--- src/hw/rtl/keyframe_vector_sampler_macros.svh ---
// ----------------------------------------------------------------------------
// Keyframe vector sampler assertion macros
// Shorthand for clocked checks, disabled while the synchronous reset is high.
// ----------------------------------------------------------------------------
`ifndef KEYFRAME_VECTOR_SAMPLER_MACROS_SVH
`define KEYFRAME_VECTOR_SAMPLER_MACROS_SVH

// The consequent must hold in the same cycle as the antecedent.
`define KVS_ASSERT_SAME(label, ante, cons) \
  label: assert property (@(posedge clk) disable iff (rst) (ante) |-> (cons)) \
    else $error("keyframe_vector_sampler check failed");

// The consequent must hold in the cycle after the antecedent.
`define KVS_ASSERT_NEXT(label, ante, cons) \
  label: assert property (@(posedge clk) disable iff (rst) (ante) |=> (cons)) \
    else $error("keyframe_vector_sampler check failed");

`endif

--- src/hw/rtl/kvs_pkg.sv ---
// ----------------------------------------------------------------------------
// kvs_pkg
// Shared widths, constants and the key record of the keyframe vector sampler.
// ----------------------------------------------------------------------------
package kvs_pkg;

  localparam int MAX_KEYS_DEF = 64;

  localparam int TIME_W = 24;   // Q16.8 unsigned
  localparam int VAL_W  = 32;   // Q16.16 signed
  localparam int SLOT_W = 6;
  localparam int CNT_W  = 7;
  localparam int SEG_W  = 6;
  localparam int FACT_W = 17;   // Q0.16 plus one bit so that 1.0 fits

  localparam logic [FACT_W-1:0] FACT_ONE = 17'h10000;

  localparam int DIV_STEPS = 16;

  localparam logic OP_WRITE  = 1'b0;
  localparam logic OP_SAMPLE = 1'b1;

  typedef struct packed {
    logic [TIME_W-1:0]       time_v;
    logic signed [VAL_W-1:0] x;
    logic signed [VAL_W-1:0] y;
    logic signed [VAL_W-1:0] z;
  } key_t;

endpackage

--- src/hw/rtl/kvs_lerp.sv ---
// ----------------------------------------------------------------------------
// kvs_lerp
// Shared interpolation unit: registered delta times factor, then rounding to
// Q16.16, add of the start value and saturation to the signed 32-bit range.
// ----------------------------------------------------------------------------
module kvs_lerp (
  input  logic                              clk,
  input  logic                              en,
  input  logic signed [kvs_pkg::VAL_W-1:0]  start_val,
  input  logic signed [kvs_pkg::VAL_W-1:0]  end_val,
  input  logic [kvs_pkg::FACT_W-1:0]        factor,
  output logic signed [kvs_pkg::VAL_W-1:0]  result
);

  localparam int DW = kvs_pkg::VAL_W + 1;
  localparam int PW = DW + kvs_pkg::FACT_W + 1;
  localparam int RW = PW + 1 - 16;
  localparam int SW = RW + 1;

  logic signed [DW-1:0]             delta;
  logic signed [kvs_pkg::FACT_W:0]  fact_s;
  logic signed [PW-1:0]             prod;
  logic signed [PW-1:0]             prod_q;
  logic signed [kvs_pkg::VAL_W-1:0] start_q;
  logic signed [PW:0]               biased;
  logic signed [RW-1:0]             rounded;
  logic signed [SW-1:0]             sum;

  assign delta  = {end_val[kvs_pkg::VAL_W-1], end_val}
                - {start_val[kvs_pkg::VAL_W-1], start_val};
  assign fact_s = {1'b0, factor};
  assign prod   = delta * fact_s;

  always_ff @(posedge clk) begin
    if (en) begin
      prod_q  <= prod;
      start_q <= start_val;
    end
  end

  // Round half up, then floor by the arithmetic shift.
  assign biased  = {prod_q[PW-1], prod_q} + (PW+1)'(32768);
  assign rounded = biased[PW:16];
  assign sum     = {{(SW-kvs_pkg::VAL_W){start_q[kvs_pkg::VAL_W-1]}}, start_q}
                 + {rounded[RW-1], rounded};

  always_comb begin
    if (sum > SW'(signed'(33'sh0_7FFF_FFFF))) begin
      result = 32'sh7FFF_FFFF;
    end else if (sum < SW'(signed'(33'sh1_8000_0000))) begin
      result = 32'sh8000_0000;
    end else begin
      result = sum[kvs_pkg::VAL_W-1:0];
    end
  end

endmodule

--- config.mk ---
export PLATFORM = sky130hd
export DESIGN_NAME = kvs_lerp
export DESIGN_NICKNAME = d
export VERILOG_FILES = /design/src/hw/rtl/keyframe_vector_sampler_macros.svh /design/src/hw/rtl/kvs_pkg.sv /design/src/hw/rtl/kvs_lerp.sv
export SDC_FILE = /design/constraint.sdc
export NUM_CORES = 2
export LEC_CHECK = 0
export ABC_AREA = 1
export BUFFER_PORTS_ARGS = -buffer_cell sky130_fd_sc_hd__buf_2
export CORE_ASPECT_RATIO = 1.75
export CORE_UTILIZATION = 62
export CTS_CLUSTER_DIAMETER = 150
export DETAILED_ROUTE_END_ITERATION = 6
export MAX_ROUTING_LAYER = met4
export PLACE_DENSITY = 0.91
export RECOVER_POWER = 25
export SLEW_MARGIN = 5
export SYNTH_ARGS = -nofsm -noshare
export SYNTH_HDL_FRONTEND = slang
export SYNTH_SLANG_ARGS = --single-unit
--- constraint.sdc ---
create_clock -name clk -period 18.3 [get_ports clk]
set_input_delay 5.49 -clock clk [delete_from_list [all_inputs] [get_ports clk]]
set_output_delay 5.49 -clock clk [all_outputs]
set_load 0.05 [all_outputs]
==> results by group <==
Synth
  • Mapped Cells: 3562
  • Largest family of logic cells by synthesized area: adder cells
  • XOR/XNOR Fraction of Synth Area: 3.51%
  • Adder-Cell Fraction of Synth Area: 47.5%
  • Syn Nets: 4367
  • #FFs+latches synth: 68
  • Compound-cell area share of the yosys netlist: 5.69%
  • Synth Cell Area: 27500 um2
  • Synth warn: 0
  • Sequential element share of the synthesized area: 7.42%
  • Post-Synth Simple-Gate Area: 22.0%
  • Mean Syn Cell Area: 7.72 um2
  • Mux contribution to synthesized area: 0%
  • Synth unique cells: 55

STA
  • Period Utilization, post-route: 77.5%
  • RSZ-0062 raised after global routing: false
  • Final Max Slew Viols: 69
  • Setup TNS Final: 0 ps
  • Final hold vios: 0
  • Fmax achieved: 0.0705 GHz
  • Tightest Pin Transition: 3810 ps
  • Post-route minimum period: 14190 ps
  • Setup violators final: 0
  • Slew headroom: -154%

Clocking
  • H-tree depth: 3
  • # clock sinks: 68
  • Resized Gates After CTS: 0
  • CTS Root Buffer Type: clkbuf_16
  • # hold bufs at CTS: 0
  • CTS tree: built
  • CTS max path bufs: 2
  • Setup Fix Bufs, Post-CTS: 0
  • CTS Buf Count: 9
  • Clock slew at reported path FFs: 60 ps

Die
  • Io pins: 115
  • Die Y: 281 um
  • Core box area: 43600 um2
  • Die area: 45200 um2
  • Die width: 161 um
  • Initial Util: 63.1%
  • # rows: 101

Setup path
  • Worst EP arrival: 14280 ps
  • Crit. Startpoint: start_val[19]
  • CP max stage delay: 620 ps
  • Worst setup EP type: flop
  • Setup crit end: prod_q[40]$_DFFE_PP_
  • Critical Path Slowest Stage Cell: fa_1
  • Peak fanout along the critical path: 11
  • Critical path's most frequent cell: inv_1
  • Critical Path Source Type: input port
  • Type of the worst setup path: in -> reg
  • CP Data Required Time: 18390 ps

Global route
  • Vias in the first global route: 26900
  • Tot GR Track Use: 42.6%
  • Initial antenna violation count: 2
  • Largest net degree at the start of global routing: 69
  • First-pass GRT wire length: 139000 um
  • GRT overflow: 0

Detailed routing
  • DRT iter0 DRCs: 2378
  • Vias per cell: 5.91
  • Avg WL per Cell: 21.5 um
  • Routed Antenna Nets: 0
  • Drt first pass iters: 7
  • Final wirelength: 89900 um
  • Via count: 24700
  • Remaining DRCs: 3

Placed design
  • Port Buf Inserts: 114
  • Post-DP HPWL: 75400 um
  • Routability Congestion: 1.09

Layout
  • Layout Area Growth over Synthesis: 4.37%
  • Number of nets in the layout: 4419
  • Fillcell total: 3670
  • Share of layout cells above drive strength 1: 6.94%

Status
  • Status: finished, violations left
  • Failing checks: DRC, capacitance limit, slew limit

Hold path
  • Hold Path Class: in -> reg
  • Worst hold stages: 1

Run
  • Max_cap viols: 1
==> placed cells by master (no fill, tap or decap), drive strengths merged, types with 3 or more instances in the layout <==
cell type and count:
o21bai 14, nor4 12, a21oi 120, nand3b 8
ha 186, a31oi 22, o21ai 76, nand4 16
nand2 669, a21boi 9, inv 906, nor3 33
clkinv 8, nor2 420, a211oi 3, diode 4
xor2 68, edfxtp 68, o21a 8, fa 536
nand3 203, clkinvlp 3, a21o 13, clkbuf 39
or2 31, xnor2 37, buf 96
==> routing by layer <==
| metal | wire length [um] | GRT usage (%) | vias up |
|---|---|---|---|
| met4 | 10200 | 39.0 | 0 |
| met3 | 8350 | 9.08 | 682 |
| li1 | - | - | 10700 |
| met5 | 0 | - | - |
| met2 | 44500 | 71.6 | 1653 |
| met1 | 26900 | 40.6 | 11700 |
==> per-stage QoR <==
stage / utilization (%) / instance area (um2) / instances / worst slack [ps] / hold WS, ps
floorplan: - / 27500 / 3562 / 6080 / 5590
global placement: 65.3 / 28500 / 4169 / 4100 / 5680
detailed placement: 65.3 / 28500 / 4169 / 4120 / 5690
CTS: 65.9 / 28700 / 4183 / 4470 / 5340
global route: 65.8 / 28700 / 4184 / 4070 / 5340
finish: 65.8 / 28700 / 4187 / 4110 / 5340
==> final cells by class <==
| type | instances | area (um2) | area share (%) |
|---|---|---|---|
| inverter | 912 | 3430 | 11.9 |
| sequential | 68 | 2040 | 7.11 |
| clock buffer | 9 | 225 | 0.785 |
| tap | 566 | 708 | 2.47 |
| antenna | 4 | 10.0 | 0.0349 |
| multi-input combinational | 2497 | 21600 | 75.4 |
| clock inverter | 5 | 31.3 | 0.109 |
| timing repair buffer | 126 | 621 | 2.16 |
==> worst min-delay path by stage <==
stage,start,to
finish,start_val[2],start_q[2]$_DFFE_PP_
global route,start_val[20],start_q[20]$_DFFE_PP_
CTS,start_val[16],start_q[16]$_DFFE_PP_
detailed placement,start_val[18],start_q[18]$_DFFE_PP_
global placement,start_val[31],start_q[31]$_DFFE_PP_
floorplan,start_val[0],start_q[0]$_DFFE_PP_
==> cell usage after synthesis, drive strengths merged <==
cell type  count  share of area [%]
clkinv         6              0.082
a21oi        120                2.3
nor2         420                6.0
edfxtp        68                7.4
nor4          12               0.33
xnor2         37                1.2
a21boi         9               0.25
nand2b         2              0.045
a21o          13               0.35
o311ai         1              0.032
and2           1              0.023
clkbuf        63               0.86
nor3          33               0.64
or2           31               0.71
inv          906                 12
o21a           8               0.22
buf           22               0.57
nand2        669                9.6
nor4b          1              0.055
nor3b          2              0.055
o21bai        14               0.38
a211oi         3               0.10
xor2          68                2.3
and3           2              0.045
nand4         16               0.41
nand3b         8               0.25
o221ai         1              0.032
nand3        203                3.9
a221oi         1              0.032
a31o           2              0.064
a31oi         22               0.50
o21ai         76                1.5
ha           186                8.5
fa           536                 39
==> registers in the layout (all words and copies together) (netlist names) <==
| name | cells |
|---|---|
| prod_q | 36 |
| start_q | 32 |
==> cells by family after synthesis <==
kind of cell / count (synthesis)
and+or+nand+nor: 1400
buffers and inverters: 997
adders and majority gates: 722
AOI/OAI and AO/OA: 270
xor gates and xnor gates: 105
DFF: 68
==> worst max-delay path, delay by kind of cell <==
family,cells,cell delay [ps]
compound gates,9,2670
xor+xnor,1,190
fa+ha+maj,8,3900
buf+inv,8,640
simple gates,5,1390
Power is left out: the tool's default activity adds up to more than one toggle a clock period on the data nets, which glitch-free logic cannot reach.
