### src/hw/rtl/keyframe_vector_sampler_macros.svh
// ----------------------------------------------------------------------------
// Keyframe vector sampler assertion macros
// Shorthand for clocked checks, disabled while the synchronous reset is high.
// ----------------------------------------------------------------------------
`ifndef KEYFRAME_VECTOR_SAMPLER_MACROS_SVH
`define KEYFRAME_VECTOR_SAMPLER_MACROS_SVH

// The consequent must hold in the same cycle as the antecedent.
`define KVS_ASSERT_SAME(label, ante, cons) \
  label: assert property (@(posedge clk) disable iff (rst) (ante) |-> (cons)) \
    else $error("keyframe_vector_sampler check failed");

// The consequent must hold in the cycle after the antecedent.
`define KVS_ASSERT_NEXT(label, ante, cons) \
  label: assert property (@(posedge clk) disable iff (rst) (ante) |=> (cons)) \
    else $error("keyframe_vector_sampler check failed");

`endif

### src/hw/rtl/kvs_ram.sv
// ----------------------------------------------------------------------------
// kvs_ram
// Generic simple dual-port RAM: one write port, one read port, registered read.
// ----------------------------------------------------------------------------
module kvs_ram #(
  parameter int WIDTH = 8,
  parameter int DEPTH = 64
) (
  input  logic                     clk,
  input  logic                     we,
  input  logic [$clog2(DEPTH)-1:0] waddr,
  input  logic [WIDTH-1:0]         wdata,
  input  logic [$clog2(DEPTH)-1:0] raddr,
  output logic [WIDTH-1:0]         rdata
);

  logic [WIDTH-1:0] mem [DEPTH];

  always_ff @(posedge clk) begin
    if (we) begin
      mem[waddr] <= wdata;
    end
    rdata <= mem[raddr];
  end

endmodule

### config.mk
export PLATFORM = sky130hd
export DESIGN_NAME = kvs_ram
export DESIGN_NICKNAME = d
export VERILOG_FILES = /design/src/hw/rtl/keyframe_vector_sampler_macros.svh /design/src/hw/rtl/kvs_ram.sv
export SDC_FILE = /design/constraint.sdc
export NUM_CORES = 1
export LEC_CHECK = 0
export BUFFER_PORTS_ARGS = -buffer_cell sky130_fd_sc_hd__clkbuf_2
export CAP_MARGIN = 20
export CORE_MARGIN = 4
export CORE_UTILIZATION = 50
export CTS_BUF_LIST = sky130_fd_sc_hd__clkbuf_4 sky130_fd_sc_hd__clkbuf_8 sky130_fd_sc_hd__clkbuf_16
export DETAILED_ROUTE_END_ITERATION = 8
export PLACE_DENSITY = 0.64
export SLEW_MARGIN = 20
export SYNTH_ARGS = -nofsm -noshare
export SYNTH_HDL_FRONTEND = slang
export SYNTH_SLANG_ARGS = --single-unit
### constraint.sdc
create_clock -name clk -period 1.93 [get_ports clk]
set_input_delay 0.386 -clock clk [delete_from_list [all_inputs] [get_ports clk]]
set_output_delay 0.386 -clock clk [all_outputs]
set_load 0.01 [all_outputs]
==> results.cfg, run 1 <==
[clock_tree]
numCtsBuffers = 51
cts_setup_buffers = 0
cts_sinks = 520
cts_tree = built
hold_buffers = 0
cts_root_buf = clkbuf_16
cts_buffer_depth = 3
clk_pin_slew_ps = 70
worstSkewPairLatency_ps = 590
htreeDepth = 2

[sta]
rsz0062_at_grt = yes
hold_ws_ps = 292
setup_viol = 0
fin_setup_tns_ps = 0
period_share = 0.991
slew_headroom = 0.483
tightest_slew_ps = 775
drv_slew = 0
finClkSkew_ps = 29.6
period_minus_slack_ps = 1910
final_hold_viol_count = 0
fmax_mhz = 523

[min_path]
min_path_type = in -> reg

[global_route]
grt_util_met1 = 0.296
antenna_found_initial = 1
grt_util_met2 = 0.335
grt_pass1_wl_mm = 67.8
grt_pass1_vias = 10524
overflow = 0
track_usage = 0.209
grt_max_degree = 65
grtUsageMet3 = 0.0447
top_usage_layer = met2

[yosys]
ys_ff_latch = 520
synth_area_leaders = edfxtp_1 76%, mux4_2 14%, nor2_1 1.5%
synthCells = 940
synth_edf_count = 512
yosys.area.top_type_share = 0.762
syn_area_per_cell_um2 = 21.5
ys_seq_area_frac = 0.770
ys.flop_type = edfxtp_1
synthTopCellsByCount = 512 x edfxtp_1, 126 x mux4_2, 83 x nor2_1, 23 x mux2i_1, 19 x nand2_1
synth_area_leader_cell = edfxtp_1
synth-async-reset-ratio = 0
synth_area_um2 = 20200
yosys_warnings = 0
yosysUniqueCellTypes = 40
syn_nets = 962
yosys.cell_count.top_type = edfxtp_1

[setup_path]
crit_family = multiplexers
cp-start-kind = flop
cp-end-kind = flop
critPathSlowestCell = mux4_2
critPathKind = reg -> reg
crit_arrival_ps = 2390
crit_buf_inv = 1
worstPathCellList = mux4_2, mux2_4, o221a_4, nor3_2, buf_4, o32ai_2
crit_required_ps = 2400
crit_path_max_fanout = 1
slowest_delay_ps = 480

[floorplanning]
dieArea_um2 = 43600
die_x_um = 209
die_y_um = 209
start_util = 0.506
num_rows = 73
pin_count = 30
core-area_um2 = 39800

[run_status]
outcome = complete, no violations

[drt]
via_per_inst = 5.87
first_pass_iters = 5
wl_per_cell_um = 26.2
ant_nets = 0
drc = 0
routed_wl_mm = 45.1
drt_iter0_drc = 925
num_vias = 10099

[pwr]
pwr_density_cell_nw_per_um2 = 1000
combPwrFrac = 0.056
p_int_mw = 19.1
power_leakage_nw = 7.94
pwr-share-seq = 0.523
vdd_ir_drop_max_uv = 624
p_sw_frac = 0.204
p_switching_mw = 4.89
clock_power_share = 0.421

[layout]
drive_gt1_frac = 0.377
syn2layout_area_growth_pct = 18.8
insertedDiodeCount = 0
finalCoreUtilization = 0.602
fillCellCount = 2908
nets = 1174

[placed_design]
io_buffer_count = 29
hpwl_mm = 28.8
place_congestion = 0.888

[job]
drv_cap = 0
-- worst min-delay path, stage by stage --
cell	delay, ps
clkbuf_2	120
buf_4	220
o41ai_1	110
-- path summary, 6_finish.rpt --
kind,from,to,cells past startpoint,slack (ps)
worst max-delay path,mem[21][6],rdata[6],6,20
worst min-delay path,raddr[5],rdata[5],3,290
worst max register to register,mem[21][6],rdata[6],6,20
worst min register to register,mem[31][6],rdata[6],3,820
-- flip-flops by register name (all words and copies together) (netlist names) --
name   cells
mem      512
rdata      8
-- cell usage in the layout (no fill, tap or decap), types with 13 or more instances in the layout --
cell type	Yosys	routed
edfxtp_1	512	512
buf_4	13	172
mux4_2	126	126
nor2_1	83	82
clkbuf_16	0	52
clkbuf_2	0	26
mux2i_1	23	23
nand2_1	19	19
nor2b_1	14	14
nand3_1	13	13
-- final cells by class --
class / instances / area [µm²] / share of cell area
clock inverter: 24 / 238 / 0.00992
sequential: 520 / 15500 / 0.648
multi-input combinational: 369 / 4370 / 0.182
clock buffer: 72 / 1510 / 0.0629
timing repair buffer: 210 / 1660 / 0.0691
tap: 525 / 657 / 0.0274
-- cell families (layout without fill, tap and decap cells) --
family / count (synthesis) / count (layout) / synth area share
AO/OA/AOI/OAI: 54 / 54 / 0.0207
multiplexers: 162 / 162 / 0.159
buffers and inverters: 51 / 306 / 0.0157
AND/OR/NAND/NOR: 153 / 153 / 0.0339
flip-flops: 520 / 520 / 0.770
-- power groups by stage --
stage / clock [mW] / sequential (mW) / combinational (mW)
after floorplan: 0 / 12.8 / 0.676
after global placement: 0 / 12.8 / 1.31
after detailed placement: 0 / 12.8 / 1.33
after CTS: 10.3 / 12.5 / 1.34
after global routing: 10.8 / 12.5 / 1.43
final: 10.1 / 12.5 / 1.34
-- stage by stage --
| stage | worst slack, ps | total power, mW | instances | area [µm²] |
|---|---|---|---|---|
| floorplan | -4.45 | 13.4 | 940 | 20200 |
| global placement | -717 | 14.1 | 1624 | 22200 |
| detailed placement | -756 | 14.1 | 1624 | 22200 |
| CTS | 2.22 | 24.2 | 1720 | 23900 |
| global route | -40.2 | 24.8 | 1720 | 24000 |
| finish | 18.1 | 24.0 | 1720 | 24000 |
-- layer usage --
metal	wire, µm	vias up
met5	13	-
met4	1290	2
met3	3060	78
met2	22100	332
met1	18600	5339
li1	-	4348
-- timing repair --
| item | CTS | global route |
|---|---|---|
| endpoints found under the setup margin | 5 | 4 |
| gates resized for setup | 8 | 5 |
| pin swaps | 2 | 1 |
Note: power is estimated with default switching activity, not from simulation.
==> run 2: changes to the inputs <==
--- a/config.mk
+++ b/config.mk
@@ -9,7 +9,7 @@
 export CAP_MARGIN = 20
 export CORE_MARGIN = 4
 export CORE_UTILIZATION = 50
-export CTS_BUF_LIST = sky130_fd_sc_hd__clkbuf_4 sky130_fd_sc_hd__clkbuf_8 sky130_fd_sc_hd__clkbuf_16
+export CTS_BUF_LIST = sky130_fd_sc_hd__clkbuf_4 sky130_fd_sc_hd__clkbuf_8
 export DETAILED_ROUTE_END_ITERATION = 8
 export PLACE_DENSITY = 0.64
 export SLEW_MARGIN = 20
==> run 2 against run 1 <==
First-iteration DRC count is 6.1% lower. Sequential power barely moved. Largest cell class unchanged. Final area is 0.55% lower. Non-clock buffer count is the same. Core utilization shrank 0.33 points.
==> results.cfg, run 2 (same netlist as run 1, synthesis figures left out) <==
[sta]
finClkSkew_ps = 33.8
hold_ws_ps = 248
slew_headroom = 0.491
period_share = 0.988
setup_viol = 0
fin_setup_tns_ps = 0
final_hold_viol_count = 0
drv_slew = 0
period_minus_slack_ps = 1910
fmax_mhz = 524
rsz0062_at_grt = yes
tightest_slew_ps = 764

[setup_path]
crit_required_ps = 2450
r2r_start = mem[21][6]
crit_arrival_ps = 2430
critPathKind = reg -> reg
rrSetupSlack_ps = 20
cp-end-kind = flop
crit_path_max_fanout = 1
slowest_delay_ps = 480
crit_buf_inv = 1
r2r_end = rdata[6]
rr_worst_depth = 6
worstPathCellList = mux4_2, mux2_4, o221a_4, nor3_2, buf_4, o32ai_2
critPathSlowestCell = mux4_2
crit_family = multiplexers
cp-start-kind = flop

[pwr]
p_int_mw = 18.2
combPwrFrac = 0.058
p_sw_frac = 0.213
pwr-share-seq = 0.543
power_leakage_nw = 7.90
pwr_density_cell_nw_per_um2 = 970
power_mw = 23.1
clock_power_share = 0.400
vdd_ir_drop_max_uv = 497
p_switching_mw = 4.92

[layout]
largest_reg_flops = 512
reg.largest.list = mem (512), rdata (8)
syn2layout_area_growth_pct = 18.2
mostFrequentLayoutCell = edfxtp_1
regMostFlops = mem
mostFrequentLayoutCells = 512 x edfxtp_1, 172 x buf_4, 126 x mux4_2
drive_gt1_frac = 0.389
nets = 1204

[clock_tree]
worstSkewPairLatency_ps = 630
cts_root_buf = clkbuf_8
cts_tree = built
htreeDepth = 3
numCtsBuffers = 81
cts_setup_buffers = 0
cts_sinks = 520
cts_buffer_depth = 3
clk_pin_slew_ps = 70

[drt]
drc = 0
ant_nets = 0
wl_per_cell_um = 25.7
routed_wl_mm = 45.4
via_per_inst = 5.79
drt_iter0_drc = 869
num_vias = 10216
first_pass_iters = 5

[placed_design]
io_buffer_count = 29
place_congestion = 0.888
hpwl_mm = 28.8

[global_route]
track_usage = 0.212
grt_pass1_wl_mm = 68.5
overflow = 0
grt_pass1_vias = 10715
antenna_found_initial = 0
grt_max_degree = 65

[run_status]
outcome = complete, no violations

[floorplanning]
core-area_um2 = 39800
start_util = 0.506
dieArea_um2 = 43600
num_rows = 73
die_x_um = 209
pin_count = 30
die_y_um = 209

[min_path]
whs_path_depth = 3
hold_start = raddr[5]
min_path_type = in -> reg
min_to = rdata[5]

[job]
drv_cap = 0
run 2: cell count changes in the layout (fill, tap and decap cells not counted), moves of 2 or more:
cell	delta
clkbuf_8	+72
clkinv_2	-7
clkbuf_4	+15
clkbuf_16	-52
inv_6	+2
clkinv_1	+11
run 2: how the worst max path moves through the flow:
stage               start        to  slack (ps)  depth (start not counted)
3_5_place_dp     raddr[0]  rdata[4]        -760                          8
3_3_place_gp     raddr[0]  rdata[3]        -720                          6
2_1_floorplan    raddr[0]  rdata[7]          -4                          7
4_1_cts        mem[35][7]  rdata[7]           3                          4
5_1_grt        mem[21][6]  rdata[6]         -30                          6
6_report       mem[21][6]  rdata[6]          20                          6
run 2: cell type report:
type	count	area (µm²)
fillers	2944	16000
diodes	1	2.50
clock inverters	32	302
repair buffers	210	1660
well taps	525	657
flip-flops and latches	520	15500
multi-input cells	369	4370
clock buffers	107	1310
run 2: what timing repair did:
action	in CTS	in global routing
setup endpoints to repair	5	3
pin swaps	2	1
hold buffers	0	0
gates resized for setup	9	4
hold endpoints to repair	0	0
run 2: stage by stage:
step	utilization	instances	setup WS [ps]	instance area (µm²)
2_1_floorplan	-	940	-4.45	20200
3_3_place_gp	0.557	1624	-717	22200
3_5_place_dp	0.557	1624	-756	22200
4_1_cts	0.598	1763	2.99	23800
5_1_grt	0.598	1763	-33.2	23800
6_report	0.598	1764	22.7	23800
run 2: power by group through the flow:
stage	clock [mW]	sequential, mW	combinational (mW)
after global routing	10.1	12.5	1.43
after detailed placement	0	12.8	1.33
after CTS	9.46	12.5	1.35
final	9.24	12.5	1.34
after global placement	0	12.8	1.31
after floorplan	0	12.8	0.676
run 2: layer usage:
layer | global-route usage | wire length, µm | vias up
li1 | - | - | 4422
met1 | 0.297 | 18600 | 5367
met2 | 0.346 | 22700 | 372
met3 | 0.0473 | 3280 | 55
met4 | 0.0547 | 731 | 0
met5 | 0 | 0 | -
run 2: worst min-delay path: stages:
cell	delay, ps
clkbuf_2	120
buf_4	220
o41ai_1	100
==> run 3: changes to the inputs <==
--- a/config.mk
+++ b/config.mk
@@ -12,7 +12,8 @@
 export CTS_BUF_LIST = sky130_fd_sc_hd__clkbuf_4 sky130_fd_sc_hd__clkbuf_8
 export DETAILED_ROUTE_END_ITERATION = 8
 export PLACE_DENSITY = 0.64
-export SLEW_MARGIN = 20
+export REMOVE_ABC_BUFFERS = 1
+export SLEW_MARGIN = 10
 export SYNTH_ARGS = -nofsm -noshare
 export SYNTH_HDL_FRONTEND = slang
 export SYNTH_SLANG_ARGS = --single-unit
==> run 3 against run 2 <==
Hold slack better by 74 ps. Sequential power hardly changed. Register-to-register slack hardly changed. Clock power is 2% lower. Total power is 0.78% lower. Flip-flop and latch count stayed put. Core utilization is 0.26 points lower. Wire length is 4.3% higher. First-iteration DRC count is 39% higher. Critical path depth is 2 lower. Final cell count hardly changed. Combinational power hardly changed. Largest power group unchanged.
==> results.cfg, run 3 (same netlist as run 1, synthesis figures left out) <==
[layout]
nets = 1202
reg.largest.list = mem (512), rdata (8)
insertedDiodeCount = 0
mostFrequentLayoutCell = edfxtp_1
fillCellCount = 2906
drive_gt1_frac = 0.386
fin_area_um2 = 23700
largest_reg_flops = 512
regMostFlops = mem
mostFrequentLayoutCells = 512 x edfxtp_1, 167 x buf_4, 126 x mux4_2
syn2layout_area_growth_pct = 17.7
finalNonFillerCells = 1765

[sta]
period_minus_slack_ps = 1900
final_hold_viol_count = 0
slew_headroom = 0.482
drv_slew = 0
fin_setup_tns_ps = 0
setup_viol = 0
finClkSkew_ps = 21.0
tightest_slew_ps = 777
period_share = 0.982
rsz0062_at_grt = no
fmax_mhz = 528

[pwr]
vdd_ir_drop_max_uv = 722
power_mw = 22.9
pwr_density_cell_nw_per_um2 = 967
power_leakage_nw = 7.86

[drt]
drt_iter0_drc = 1205
drc = 0
ant_nets = 0
wl_per_cell_um = 26.8
num_vias = 10364
first_pass_iters = 6
routed_wl_mm = 47.3
via_per_inst = 5.87

[global_route]
track_usage = 0.222
grt_pass1_wl_mm = 71.2
overflow = 0
antenna_found_initial = 1
grt_max_degree = 65
grt_pass1_vias = 10699

[placed_design]
hpwl_mm = 29.8
io_buffer_count = 29
dp.cells = 1618
place_congestion = 0.835
placed_area_um2 = 22100

[setup_path]
crit_path_max_fanout = 1
critPathKind = reg -> reg
crit_required_ps = 2410
cp-start-kind = flop
crit_arrival_ps = 2380
rrSetupSlack_ps = 30
cp-end-kind = flop

[clock_tree]
htreeDepth = 3
cts_root_buf = clkbuf_8
cts_sinks = 520
cts_tree = built
cts_buffer_depth = 3
hold_buffers = 0
numCtsBuffers = 85
clk_pin_slew_ps = 70
worstSkewPairLatency_ps = 610

[floorplanning]
pin_count = 30
num_rows = 73
core-area_um2 = 39800
die_x_um = 209
start_util = 0.506
die_y_um = 209
dieArea_um2 = 43600

[min_path]
min_path_type = in -> reg

[job]
drv_cap = 0

[run_status]
outcome = complete, no violations
[run 3: path summary, 6_finish.rpt]
check / cells past startpoint / endpoint / from
max: 4 / rdata[7] / mem[39][7]
min: 2 / mem[38][6] / wdata[6]
max reg2reg: 4 / rdata[7] / mem[39][7]
min reg2reg: 3 / rdata[4] / mem[30][4]
[run 3: where the power goes]
group,switching (mW),internal [mW]
clock,4.10,4.97
sequential,0.0479,12.5
combinational,0.762,0.565
total,4.91,18.0
[run 3: per-layer routing]
metal / track usage / vias up / wire (µm)
li1: - / 4417 / -
met1: 0.327 / 5382 / 19700
met2: 0.338 / 487 / 22100
met3: 0.0483 / 76 / 4210
met4: 0.0725 / 2 / 1360
met5: 0 / - / 8
[run 3: cell type report]
cell class	instances	area, µm²	area share
timing repair buffer	204	1600	0.0673
tap	525	657	0.0277
clock inverter	27	144	0.00606
multi-input combinational	369	4340	0.183
clock buffer	120	1460	0.0614
sequential	520	15500	0.655
[run 3: timing repair]
item / 4_1_cts / 5_1_grt
setup endpoints to repair: 3 / 2
setup buffers: 0 / 0
resized for setup: 4 / 2
pin swaps: 0 / 1
gates cloned: 0 / 0
[run 3: metrics by stage]
stage | util | setup WS, ps | hold slack (ps)
2_1_floorplan | - | 183 | 485
3_3_place_gp | 0.555 | -822 | 791
3_5_place_dp | 0.555 | -786 | 816
4_1_cts | 0.596 | 45.3 | 276
5_1_grt | 0.596 | 5.14 | 298
6_report | 0.596 | 34.6 | 322
[run 3: worst max-delay path: stages, from the launching register on]
cell and delay (ps):
edfxtp_1 370, mux4_2 480, mux4_2 520, o21ai_2 290, nand2_1 100
